`src/sv/wsp_pkg.sv`:
```
// shared types and constants for the wav stream parser
package wsp_pkg;
  localparam int unsigned RateW = 32;
  localparam logic [RateW-1:0] RateReset = 32'd44100;
  localparam int unsigned QDepth = 2;

  localparam logic [1:0] KIND_FRAME  = 2'd0;
  localparam logic [1:0] KIND_HEADER = 2'd1;
  localparam logic [1:0] KIND_ERROR  = 2'd2;

  localparam logic [1:0] ERR_EOS    = 2'd0;
  localparam logic [1:0] ERR_FORMAT = 2'd1;
  localparam logic [1:0] ERR_AUDIO  = 2'd2;

  localparam logic [31:0] TAG_RIFF = 32'h4646_4952;
  localparam logic [31:0] TAG_WAVE = 32'h4556_4157;
  localparam logic [31:0] TAG_FMT  = 32'h2074_6d66;
  localparam logic [31:0] TAG_DATA = 32'h6174_6164;

  typedef struct packed {
    logic [7:0] data_byte;
    logic       stream_end;
  } in_req_t;

  typedef struct packed {
    logic [1:0]         kind;
    logic signed [15:0] left_sample;
    logic signed [15:0] right_sample;
    logic [29:0]        frame_total;
    logic [1:0]         error_code;
    logic               last_frame;
  } out_req_t;
endpackage

```
`src/sv/wsp_if.sv`:
```
// valid/ready channel interfaces
interface wsp_in_if import wsp_pkg::*; ();
  logic    valid;
  logic    ready;
  in_req_t payload;
  modport source (output valid, output payload, input ready);
  modport sink (input valid, input payload, output ready);
endinterface

interface wsp_out_if import wsp_pkg::*; ();
  logic     valid;
  logic     ready;
  out_req_t payload;
  modport source (output valid, output payload, input ready);
  modport sink (input valid, input payload, output ready);
endinterface

```
`src/sv/wsp_queue.sv`:
```
// short request queue between the front and the back part
module wsp_queue import wsp_pkg::*; #(
  parameter int unsigned Depth = QDepth
) (
  input  logic     clk,
  input  logic     rst_n,
  input  logic     push,
  input  in_req_t  push_data,
  output logic     full,
  output logic     pop_valid,
  output in_req_t  pop_data,
  input  logic     pop
);
  localparam int unsigned AW = (Depth > 1) ? $clog2(Depth) : 1;
  in_req_t mem_r [Depth];
  logic [AW-1:0] wp_r, rp_r, wp_nxt, rp_nxt;
  logic [AW:0]   cnt_r, cnt_nxt;

  assign full      = (cnt_r == (AW+1)'(Depth));
  assign pop_valid = (cnt_r != '0);
  assign pop_data  = mem_r[rp_r];

  always_comb begin
    wp_nxt  = wp_r;
    rp_nxt  = rp_r;
    cnt_nxt = cnt_r;
    if (push) begin
      wp_nxt = (wp_r == AW'(Depth-1)) ? '0 : wp_r + 1'b1;
    end
    if (pop) begin
      rp_nxt = (rp_r == AW'(Depth-1)) ? '0 : rp_r + 1'b1;
    end
    if (push && !pop) begin
      cnt_nxt = cnt_r + 1'b1;
    end else if (!push && pop) begin
      cnt_nxt = cnt_r - 1'b1;
    end
  end

  always_ff @(posedge clk) begin
    if (!rst_n) begin
      wp_r  <= '0;
      rp_r  <= '0;
      cnt_r <= '0;
    end else begin
      wp_r  <= wp_nxt;
      rp_r  <= rp_nxt;
      cnt_r <= cnt_nxt;
    end
    if (push) begin
      mem_r[wp_r] <= push_data;
    end
  end
endmodule

```
`src/sv/wsp_back.sv`:
```
// parse engine: runs the chunk walk one byte per cycle unless a result waits unread, and drives the result register
module wsp_back import wsp_pkg::*; (
  input  logic             clk,
  input  logic             rst_n,
  input  logic [RateW-1:0] rate,
  input  logic             req_valid,
  input  in_req_t          req,
  output logic             req_pop,
  output logic             res_valid,
  output out_req_t         res,
  input  logic             res_ready
);
  localparam logic [2:0] PH_RIFF = 3'd0;
  localparam logic [2:0] PH_CHUNK = 3'd1;
  localparam logic [2:0] PH_FMT = 3'd2;
  localparam logic [2:0] PH_SKIP = 3'd3;
  localparam logic [2:0] PH_DATA = 3'd4;
  localparam logic [2:0] PH_DONE = 3'd5;
  localparam logic [2:0] PH_FAIL = 3'd6;

  logic [2:0]  ph_r, ph_nxt;
  logic [3:0]  idx_r, idx_nxt;
  logic [7:0]  hb_r [16];
  logic [31:0] riff_r, riff_nxt, chunk_r, chunk_nxt, data_r, data_nxt;
  logic        fmt_seen_r, fmt_seen_nxt;
  logic [7:0]  fb_r [3];
  logic        ov_r, ov_nxt;
  out_req_t    res_r, res_nxt;

  logic        step, emit;
  logic [7:0]  b;
  logic [31:0] w0, w1, w2, w3, size, padded, riff8;
  logic        pad_ovf;

  assign b = req.data_byte;
  // views of the header buffer with the incoming byte in place
  function automatic logic [7:0] hb_at(input logic [3:0] i, input logic [3:0] wi,
                                       input logic [7:0] wb, input logic [7:0] cur);
    hb_at = (i == wi) ? wb : cur;
  endfunction

  always_comb begin
    w0 = {hb_at(4'd3, idx_r, b, hb_r[3]), hb_r[2], hb_r[1], hb_r[0]};
    w1 = {hb_at(4'd7, idx_r, b, hb_r[7]), hb_r[6], hb_r[5], hb_r[4]};
    w2 = {hb_at(4'd11, idx_r, b, hb_r[11]), hb_r[10], hb_r[9], hb_r[8]};
    w3 = {hb_at(4'd15, idx_r, b, hb_r[15]), hb_r[14], hb_r[13], hb_r[12]};
  end

  assign size     = w1;
  assign {pad_ovf, padded} = {1'b0, size} + {32'd0, size[0]};
  assign riff8    = riff_r - 32'd8;

  // one request is taken whenever the result slot is free or being drained
  assign step    = req_valid && (!ov_r || res_ready);
  assign req_pop = step;

  always_comb begin
    ph_nxt       = ph_r;
    idx_nxt      = idx_r;
    riff_nxt     = riff_r;
    chunk_nxt    = chunk_r;
    data_nxt     = data_r;
    fmt_seen_nxt = fmt_seen_r;
    res_nxt      = '0;
    emit         = 1'b0;
    if (step && ph_r != PH_DONE && ph_r != PH_FAIL) begin
      if (req.stream_end) begin
        emit = 1'b1;
        res_nxt.kind = KIND_ERROR;
        res_nxt.error_code = (ph_r == PH_FMT) ? ERR_FORMAT : ERR_EOS;
        ph_nxt = PH_FAIL;
      end else begin
        case (ph_r)
          PH_RIFF: begin
            idx_nxt = idx_r + 4'd1;
            if (idx_r == 4'd11) begin
              idx_nxt = '0;
              if (w0 != TAG_RIFF || w2 != TAG_WAVE || size < 32'd4
                  || size - 32'd4 < 32'd8) begin
                emit = 1'b1;
                res_nxt.kind = KIND_ERROR;
                res_nxt.error_code = ERR_FORMAT;
                ph_nxt = PH_FAIL;
              end else begin
                riff_nxt = size - 32'd4;
                ph_nxt = PH_CHUNK;
              end
            end
          end
          PH_CHUNK: begin
            idx_nxt = idx_r + 4'd1;
            if (idx_r == 4'd7) begin
              idx_nxt = '0;
              riff_nxt = riff8;
              if (pad_ovf || padded > riff8) begin
                emit = 1'b1;
                res_nxt.kind = KIND_ERROR;
                res_nxt.error_code = ERR_FORMAT;
                ph_nxt = PH_FAIL;
              end else if (w0 == TAG_FMT) begin
                if (size < 32'd16) begin
                  emit = 1'b1;
                  res_nxt.kind = KIND_ERROR;
                  res_nxt.error_code = ERR_FORMAT;
                  ph_nxt = PH_FAIL;
                end else begin
                  chunk_nxt = padded - 32'd16;
                  riff_nxt = riff8 - padded;
                  ph_nxt = PH_FMT;
                end
              end else if (w0 == TAG_DATA) begin
                if (!fmt_seen_r || size[1:0] != 2'd0) begin
                  emit = 1'b1;
                  res_nxt.kind = KIND_ERROR;
                  res_nxt.error_code = ERR_FORMAT;
                  ph_nxt = PH_FAIL;
                end else begin
                  emit = 1'b1;
                  data_nxt = size;
                  ph_nxt = (size != '0) ? PH_DATA : PH_DONE;
                  res_nxt.kind = KIND_HEADER;
                  res_nxt.frame_total = size[31:2];
                end
              end else begin
                riff_nxt = riff8 - padded;
                chunk_nxt = padded;
                if (padded == '0) begin
                  if (riff8 < 32'd8) begin
                    emit = 1'b1;
                    res_nxt.kind = KIND_ERROR;
                    res_nxt.error_code = ERR_FORMAT;
                    ph_nxt = PH_FAIL;
                  end
                end else begin
                  ph_nxt = PH_SKIP;
                end
              end
            end
          end
          PH_FMT: begin
            idx_nxt = idx_r + 4'd1;
            if (idx_r == 4'd15) begin
              idx_nxt = '0;
              if (w0 != 32'h0002_0001 || w1 != rate || w2 != {rate[29:0], 2'b00}
                  || w3 != 32'h0010_0004) begin
                emit = 1'b1;
                res_nxt.kind = KIND_ERROR;
                res_nxt.error_code = ERR_AUDIO;
                ph_nxt = PH_FAIL;
              end else begin
                fmt_seen_nxt = 1'b1;
                if (chunk_r != '0) begin
                  ph_nxt = PH_SKIP;
                end else if (riff_r < 32'd8) begin
                  emit = 1'b1;
                  res_nxt.kind = KIND_ERROR;
                  res_nxt.error_code = ERR_FORMAT;
                  ph_nxt = PH_FAIL;
                end else begin
                  ph_nxt = PH_CHUNK;
                end
              end
            end
          end
          PH_SKIP: begin
            chunk_nxt = chunk_r - 32'd1;
            if (chunk_r == 32'd1) begin
              if (riff_r < 32'd8) begin
                emit = 1'b1;
                res_nxt.kind = KIND_ERROR;
                res_nxt.error_code = ERR_FORMAT;
                ph_nxt = PH_FAIL;
              end else begin
                ph_nxt = PH_CHUNK;
              end
            end
          end
          PH_DATA: begin
            if (idx_r < 4'd3) begin
              idx_nxt = idx_r + 4'd1;
            end else begin
              idx_nxt = '0;
              data_nxt = (data_r >= 32'd4) ? data_r - 32'd4 : '0;
              emit = 1'b1;
              res_nxt.kind = KIND_FRAME;
              res_nxt.left_sample = {fb_r[1], fb_r[0]};
              res_nxt.right_sample = {b, fb_r[2]};
              res_nxt.last_frame = (data_nxt == '0);
              if (data_nxt == '0) begin
                ph_nxt = PH_DONE;
              end
            end
          end
          default: begin
            ph_nxt = ph_r;
          end
        endcase
      end
    end
    ov_nxt = emit ? 1'b1 : (res_ready ? 1'b0 : ov_r);
  end

  always_ff @(posedge clk) begin
    if (!rst_n) begin
      ph_r       <= PH_RIFF;
      idx_r      <= '0;
      riff_r     <= '0;
      chunk_r    <= '0;
      data_r     <= '0;
      fmt_seen_r <= 1'b0;
      ov_r       <= 1'b0;
    end else begin
      ph_r       <= ph_nxt;
      idx_r      <= idx_nxt;
      riff_r     <= riff_nxt;
      chunk_r    <= chunk_nxt;
      data_r     <= data_nxt;
      fmt_seen_r <= fmt_seen_nxt;
      ov_r       <= ov_nxt;
    end
    if (emit) begin
      res_r <= res_nxt;
    end
    if (step && !req.stream_end) begin
      if (ph_r == PH_RIFF || ph_r == PH_CHUNK || ph_r == PH_FMT) begin
        hb_r[idx_r] <= b;
      end
      if (ph_r == PH_DATA && idx_r < 4'd3) begin
        fb_r[idx_r[1:0]] <= b;
      end
    end
  end

  assign res_valid = ov_r;
  assign res       = res_r;
endmodule

```
`src/sv/wav_stream_parser.sv`:
```
// top level of the wav stream parser: front queue feeding the parse engine
// a result is registered in the cycle after the byte that causes it leaves the queue;
// an accepted byte passes through the queue and then the result register
// throughput: one byte per cycle without back-pressure, set by the single-step parse engine
// reset: synchronous active-low rst_n clears queue pointers, parse state and result valid flag
// and sets the rate register to 44100; no clearing pass
module wav_stream_parser import wsp_pkg::*; #(
  parameter int unsigned QueueDepth = QDepth
) (
  input  logic             clk,
  input  logic             rst_n,
  input  logic             cfg_we,
  input  logic [RateW-1:0] cfg_wdata,
  wsp_in_if.sink           in_ch,
  wsp_out_if.source        out_ch
);
  logic [RateW-1:0] rate_r;
  logic    q_full, q_valid, q_pop;
  in_req_t q_data;

  // configuration register; the user must write it only while idle, the block does not enforce this
  always_ff @(posedge clk) begin
    if (!rst_n) begin
      rate_r <= RateReset;
    end else if (cfg_we) begin
      rate_r <= cfg_wdata;
    end
  end

  // front: accept requests into the queue whenever there is room
  assign in_ch.ready = !q_full;

  wsp_queue #(.Depth(QueueDepth)) u_queue (
    .clk       (clk),
    .rst_n     (rst_n),
    .push      (in_ch.valid && !q_full),
    .push_data (in_ch.payload),
    .full      (q_full),
    .pop_valid (q_valid),
    .pop_data  (q_data),
    .pop       (q_pop)
  );

  // back: parse engine with its own output register
  wsp_back u_back (
    .clk       (clk),
    .rst_n     (rst_n),
    .rate      (rate_r),
    .req_valid (q_valid),
    .req       (q_data),
    .req_pop   (q_pop),
    .res_valid (out_ch.valid),
    .res       (out_ch.payload),
    .res_ready (out_ch.ready)
  );
endmodule

```
`src/flat_wrapper.sv`:
```
// flat-port wrapper written by rule: the top's interface ports become plain ports
module wav_stream_parser_flat import wsp_pkg::*;
#(
  parameter int unsigned QueueDepth = QDepth
)
  (clk, rst_n, cfg_we, cfg_wdata, in_ch_valid, in_ch_payload, in_ch_ready, out_ch_valid, out_ch_payload, out_ch_ready);
  wsp_in_if in_ch_i ();
  wsp_out_if out_ch_i ();
  input  logic clk;
  input  logic rst_n;
  input  logic cfg_we;
  input  logic [RateW-1:0] cfg_wdata;
  input wire logic [$bits(in_ch_i.valid)-1:0] in_ch_valid;
  input wire logic [$bits(in_ch_i.payload)-1:0] in_ch_payload;
  output wire logic [$bits(in_ch_i.ready)-1:0] in_ch_ready;
  output wire logic [$bits(out_ch_i.valid)-1:0] out_ch_valid;
  output wire logic [$bits(out_ch_i.payload)-1:0] out_ch_payload;
  input wire logic [$bits(out_ch_i.ready)-1:0] out_ch_ready;
  assign in_ch_i.valid = in_ch_valid;
  assign in_ch_i.payload = in_ch_payload;
  assign in_ch_ready = in_ch_i.ready;
  assign out_ch_valid = out_ch_i.valid;
  assign out_ch_payload = out_ch_i.payload;
  assign out_ch_i.ready = out_ch_ready;
  wav_stream_parser #(.QueueDepth(QueueDepth)) u_core (.clk(clk), .rst_n(rst_n), .cfg_we(cfg_we), .cfg_wdata(cfg_wdata), .in_ch(in_ch_i), .out_ch(out_ch_i));
endmodule
```
`config.mk`:
```
export PLATFORM = sky130hd
export DESIGN_NAME = wav_stream_parser_flat
export DESIGN_NICKNAME = d
export VERILOG_FILES = /design/src/sv/wsp_pkg.sv /design/src/sv/wsp_if.sv /design/src/sv/wsp_queue.sv /design/src/sv/wsp_back.sv /design/src/sv/wav_stream_parser.sv /design/src/flat_wrapper.sv
export SDC_FILE = /design/constraint.sdc
export NUM_CORES = 1
export LEC_CHECK = 0
export BUFFER_PORTS_ARGS = -buffer_cell sky130_fd_sc_hd__buf_2
export CAP_MARGIN = 20
export CORE_MARGIN = 1.5
export CORE_UTILIZATION = 40
export DETAILED_ROUTE_END_ITERATION = 10
export GPL_TIMING_DRIVEN = 0
export PLACE_DENSITY_LB_ADDON = 0.3
export SLEW_MARGIN = 20
export SYNTH_ARGS = -nofsm -noshare
export SYNTH_HDL_FRONTEND = slang
export SYNTH_SLANG_ARGS = --single-unit
```
`constraint.sdc`:
```
create_clock -name clk -period 13.2 [get_ports clk]
set_input_delay 3.96 -clock clk [delete_from_list [all_inputs] [get_ports clk]]
set_output_delay 3.96 -clock clk [all_outputs]
set_load 0.02 [all_outputs]
```
# == Yosys cells after proc, flatten, opt, wreduce, memory -nomap -nowiden ==
# Memory sizes are Yosys's and may differ from the RTL's. A register that Yosys moved wholly into a read port is not among the register bits.
# Index checks and enable logic that the tools add are counted.
# word_totals
inputBits,46
elab_cells,255
out_inout_bits,69
ff_bits,192
n_memories,3
ramBits,170
# classes
reduce_logical,48
addsub,12
mux,120
n_bitwise,7
order_cmp,8
eq_ne,40
# mem_list
memory,depth,word_bits,rd,rd_ports_with_merged_regs,write_ports,line,rtl
u_core.u_back.hb_r,16,8,16,0,1,wsp_back.sv:23,logic [7:0] hb_r [16];
u_core.u_back.fb_r,3,8,3,3,1,wsp_back.sv:26,logic [7:0] fb_r [3];
u_core.u_queue.mem_r,2,9,1,1,1,wsp_queue.sv:15,in_req_t mem_r [Depth];
# ops
op,count
two-way mux 32 bit,19
one-hot mux 32 bit (2 select lines),3
"< comparator 32 x 4 -> 1 bit, second input constant",3
logical NOT 32 bit,2
"!= test 32 x 31 -> 1 bit, second input constant",2
!= test 32 bit,2
nonzero test 32 bit,2
"subtractor 32 x 3 -> 32 bit, second input constant",2
two-way mux 3 bit,17
two-way mux 2 bit,23
two-way mux 1 bit,45
adder 32 x 1 -> 33 bit,1
"== test 32 x 1 -> 1 bit, second input constant",1
"== test 32 x 30 -> 1 bit, second input constant",1
"== test 32 x 31 -> 1 bit, second input constant",1
">= comparator 32 x 3 -> 1 bit, second input constant",1
> comparator 32 bit,1
"< comparator 32 x 3 -> 1 bit, second input constant",1
"< comparator 32 x 5 -> 1 bit, second input constant",1
two-way mux 8 bit,4
"!= test 32 x 18 -> 1 bit, second input constant",1
"!= test 32 x 21 -> 1 bit, second input constant",1
"subtractor 32 x 1 -> 32 bit, second input constant",1
subtractor 32 bit,1
other kinds (41),99

# == Longest topological paths before layout ==
# depth
depth_word,13
mapped_depth,21
mapped_depth_nobuf,20

# == Cells and area by module ==
# Synthesis repeated with hierarchy kept, for this count alone.
# unflattened
hier_cells,2366
hier_area_um2,22218.8
# modules_own_cells
module,seq_area_each_um2,area_per_inst_um2,n_inst,cells_per_inst
wsp_back,8658.3,20111.8,1,2211
wav_stream_parser,640.6,1238.7,1,105
wsp_queue,640.6,868.3,1,50

# == Worst setup path before layout ==
# Ideal clock, no wire load.
# synth_path
path_type,input port to flip-flop
startpoint,input out_ch_ready
endpoint,register out_ch_payload[33] (netlist name)
path_slack_ns,4.785
required_ns,12.668
path_stages,4
n_path_buf,0
t_arrival_ns,7.883
setup_ns,0.532
cell_sequence,nand2b_1 > o21ai_1 > a21o_1 > a31oi_1
# synth_via
elab_cells_between_ends,7
cone_classes,mux: 1; bitwise: 1; reduce/logical: 5
# synth_rtl
element,line,rtl
from (decl),flat_wrapper.sv:18,input wire logic [$bits(out_ch_i.ready)-1:0] out_ch_ready;
logical OR 1 bit,wsp_back.sv:54,assign step = req_valid && (!ov_r || res_ready);
logical AND 1 bit,wsp_back.sv:54,
logical AND 1 bit (2 in a row),wsp_back.sv:66,if (step && ph_r != PH_DONE && ph_r != PH_FAIL) begin
two-way mux 1 bit,wsp_back.sv:66,
net u_core.u_back.emit,wsp_back.sv:30,"logic step, emit;"
# The timed path passes the listed nets, and every way through them passes these cells.
# A chain may end at the register's enable or synchronous reset.

==> metrics.md <==
| Metric | Value |
|---|---|
| Status | `finished, final reports clean` |
| Antenna-violating nets left | `0` |
| Synth area leader | `edfxtp_1` |
| Vias | `a little over 20,000` |
| Reg2Reg Setup Slack | `about 6 ns` |
| Top cells by area, synth | `edfxtp_1 (32%), dfxtp_1 (13%), nor2_1 (4.8%)` |
| Clk buf depth | `3` |
| Placement Rows | `86` |
| Top cells by count, synth | `nor2_1 (287), edfxtp_1 (237), nand2_1 (189), dfxtp_1 (141), o21ai_0 (129)` |
| Setup TNS | `0 ns` |
| Number of synthesized register bits | `between 300 and 400` |
| VDD IR-drop max | `0.145 mV` |
| Leakage Power | `9.09 nW` |
| Mapped Nets | `between 2,000 and 3,000` |
| Mux contribution to synthesized area | `under 10%` |
| Root Driver | `clkbuf_16` |
| Ports | `115` |
| First-pass GRT wire length | `around 120,000 um` |
| Post-synthesis share of cell area spent on xor and xnor gates | `between 7 and 8%` |
| GRT overflow | `0` |
| Largest family of logic cells by synthesized area | `simple AND/OR/NAND/NOR gates` |
| Worst slew pin tran | `between 1 and 1.5 ns` |
| Top cell type's share of synthesized area | `roughly a third` |
| Reg area | `roughly 9900 um2` |
| Starting Density | `about two fifths` |
| CTS tree | `done` |
| Post-synth EDFFs | `roughly 240` |
| Worst hold path type | `reg2reg` |
| WL per Instance | `24.9 um` |
| Post-synthesis compound-gate area fraction | `about 16%` |
| Crit path cell chain | `clkbuf_1 > nand2_1 > nor3_2 > nand3_1 > xor2_1 > ha_1 > and4_1 > a211o_1 > o22ai_1 > a32oi_1 > a31oi_1 > a21oi_2 > o21ai_2 > nor2_1 > a211oi_2 > inv_1 > a31oi_4 > buf_16 > buf_16 > buf_16` |
| Clock Sinks | `about 380` |
| Critical Path Sink | `u_core.u_back.res[14]` |
| Crit path launch type | `flop` |
| H-tree depth | `2` |
| Crit. Startpoint | `u_core.u_back.hb_r[4][3]` |
| Setup violators final | `0` |
| # fillers | `about 5,300` |
| Register area share after synthesis | `approximately 44%` |
| Reg-to-reg startpoint | `u_core.u_back.hb_r[4][3]` |
| Final hold vios | `0` |
| Port Buffers | `about 110` |
| Syn Area/Cell | `between 9 and 10 um2` |
| CTS Buf Count | `44` |
| RSZ-0062 raised after global routing | `false` |
| Worst hold margin | `around 0.48 ns` |
| Clk_lat worst skew | `about 0.6 ns` |
| Crit path capture type | `flop` |
| Post-synth cell types | `~110` |
| Slowest cell on the critical path | `xor2_1` |
| Layout cell share with drive strength beyond 1 | `between 10% and 20%` |
| Worst path max stage delay | `0.68 ns` |
| Post-CTS Resized | `0` |
| Post-CTS setup buffers | `0` |
| Max-cap viol count | `0` |
| R2r worst-path depth | `20` |
| WS Path Type | `reg2reg` |
| Synth async-reset ratio | `0%` |
| Worst Path Required | `around 14 ns` |
| Clock transition at path regs | `0.06 ns` |
| Fmax | `roughly 140 MHz` |
| Max Slew Vio Count | `0` |
| Antenna cells | `0` |
| WP buf/inv | `5` |
| Final GP Congestion | `0.997` |
| Antenna violations before repair | `1` |
| Tot GR Track Use | `28.8%` |
| DRC viols | `0` |
| Routed WL | `roughly 84,000 um` |
| Die H | `about 240 um` |
| Leading cell type by number of instances after synthesis | `nor2_1` |
| R2R Path End | `u_core.u_back.res[14]` |
| Delay-heaviest family, CP | `compound AO/OA/AOI/OAI gates` |
| Vias in the first global route | `a little under 20,000` |
| Largest net degree at the start of global routing | `28` |
| Synth Instances | `~2,400` |
| Crit path arrival time | `~7.7 ns` |
| Fin crit share | `between 50 and 60%` |
| Final HPWL DP | `just over 60,000 um` |
| Fin crit period | `approximately 7.3 ns` |
| Detailed Route Iter0 Violations | `2,306` |
| Crit-path most repeated cell | `buf_16` |
| Die Wd | `between 200 and 250 um` |
| Post-CTS Hold Buffers | `0` |
| Synth Area in Simple Gates | `a little under a quarter` |
| Rel. slew slack | `18.2%` |
| Cell area after synthesis | `around 22,000 um2` |
| Power Total | `between 3 and 4 mW` |
| # nets final | `around 2,700` |
| Post-synth top flop | `edfxtp_1` |
| Maximum fanout along the worst path | `22` |
| Synth warnings | `0` |
| Area Overhead vs Synth | `14.4%` |
| Pre-Repair DR Iteration Count | `6` |
| Via/cell ratio | `slightly above 6` |
| CP Depth | `20` |
| Fin worst setup slack | `slightly below 6 ns` |
| PwrDens | `roughly 130 nW/um2` |
| Die area | `approximately 57,000 um2` |
| Place WS | `5.93 ns` |
| Final Skew | `roughly 0.043 ns` |
| Synth Area in Adders | `around 2.5%` |
| Core box area | `roughly 55,000 um2` |
| Multi-input gate area | `between 10,000 and 15,000 um2` |
## per-layer routing
metal  share of wire (%)  vias to the layer above  track usage, %
met3                 8.5                      217            4.33
met4                 5.5                        0            14.7
li1                    -                     9255               -
met2                  43                     1050            43.7
met5                   0                        -               0
met1                  43                     9857            39.7
## sequential cells by signal (all words and copies together) (netlist names), named ones only
register	flops
u_core.u_back.hb_r	128
u_core.u_back.res	43
u_core.rate_r	32
u_core.u_back.chunk_r	32
u_core.u_back.data_r	32
u_core.u_back.riff_r	31
out_ch_payload	24
u_core.u_back.fb_r	24
u_core.u_queue.mem_r	18
u_core.u_back.idx_r	4
u_core.u_back.ph_r	3
u_core.u_queue.cnt_r	2
u_core.u_back.fmt_seen_r	1
u_core.u_back.res_valid	1
u_core.u_queue.rp_r	1
u_core.u_queue.wp_r	1
## tightest hold or removal path: stages, from the launching register on
cell	delay, ns
dfxtp_1	0.31
o21ai_0	0.07
a21oi_1	0.06
## cells by family after synthesis
| group | count (synthesis) |
|---|---|
| XOR/XNOR | 186 |
| AO/OA/AOI/OAI | 534 |
| flip-flops | 378 |
| AND/OR/NAND/NOR | 985 |
| multiplexers | 60 |
| adder cells (fa/ha/maj) | 45 |
| buffers and inverters | 228 |
## through the flow
step                      utilization [%]  cells  cell area (um2)
after floorplan                         -   2416            22400
after global placement               43.3   3276            23900
after detailed placement             43.5   3280            24000
after CTS                            46.4   3361            25600
after global routing                 46.4   3361            25600
final                                46.4   3361            25600
## cell type report
class	instances	area share (%)
multi-input combinational	1810	45.1
tap	748	3.65
sequential	378	38.8
timing repair buffer	116	2.53
inverter	83	1.22
clock inverter	22	1.37
clock buffer	59	4.91
buffer	145	2.48
## how the worst min path moves through the flow
stage	startpoint	endpoint	slack, ns	depth (start not counted)
after global routing	u_core.u_back.chunk_r[20]	u_core.u_back.chunk_r[20]	0.50	2
after floorplan	u_core.u_back.fmt_seen_r	u_core.u_back.fmt_seen_r	0.43	2
final	u_core.u_back.chunk_r[20]	u_core.u_back.chunk_r[20]	0.48	2
after CTS	u_core.u_back.chunk_r[20]	u_core.u_back.chunk_r[20]	0.48	2
after detailed placement	u_core.u_back.chunk_r[20]	u_core.u_back.chunk_r[20]	0.47	2
after global placement	u_core.u_back.fmt_seen_r	u_core.u_back.fmt_seen_r	0.46	2
## cells in the final DEF, fill, tap and decap left out, types with 16 or more instances in the layout
cell type	n
dfxtp_1	141
clkbuf_1	105
nor3_1	79
ha_1	41
a21oi_1	122
a211oi_1	32
nand2b_1	17
nor2_1	287
and3_1	16
xnor2_1	111
nor4_1	56
and2_1	51
buf_2	143
o21ai_0	129
xor2_1	72
a31oi_1	18
nand2_1	189
o211ai_1	29
nand4_1	48
a22oi_1	23
nand3_1	68
o22ai_1	21
inv_1	81
edfxtp_1	237
mux2i_1	45
or3_1	37
clkbuf_16	45
## power breakdown
| group | total [mW] | internal, mW | switching, mW | leakage [nW] |
|---|---|---|---|---|
| clock network | 1.35 | 0.799 | 0.547 | 0.775 |
| registers | 1.46 | 1.42 | 0.0426 | 3.32 |
| logic | 0.635 | 0.169 | 0.466 | 4.99 |
| total | 3.44 | 2.39 | 1.06 | 9.09 |
No activity file was read; power rests on OpenSTA's default activity.
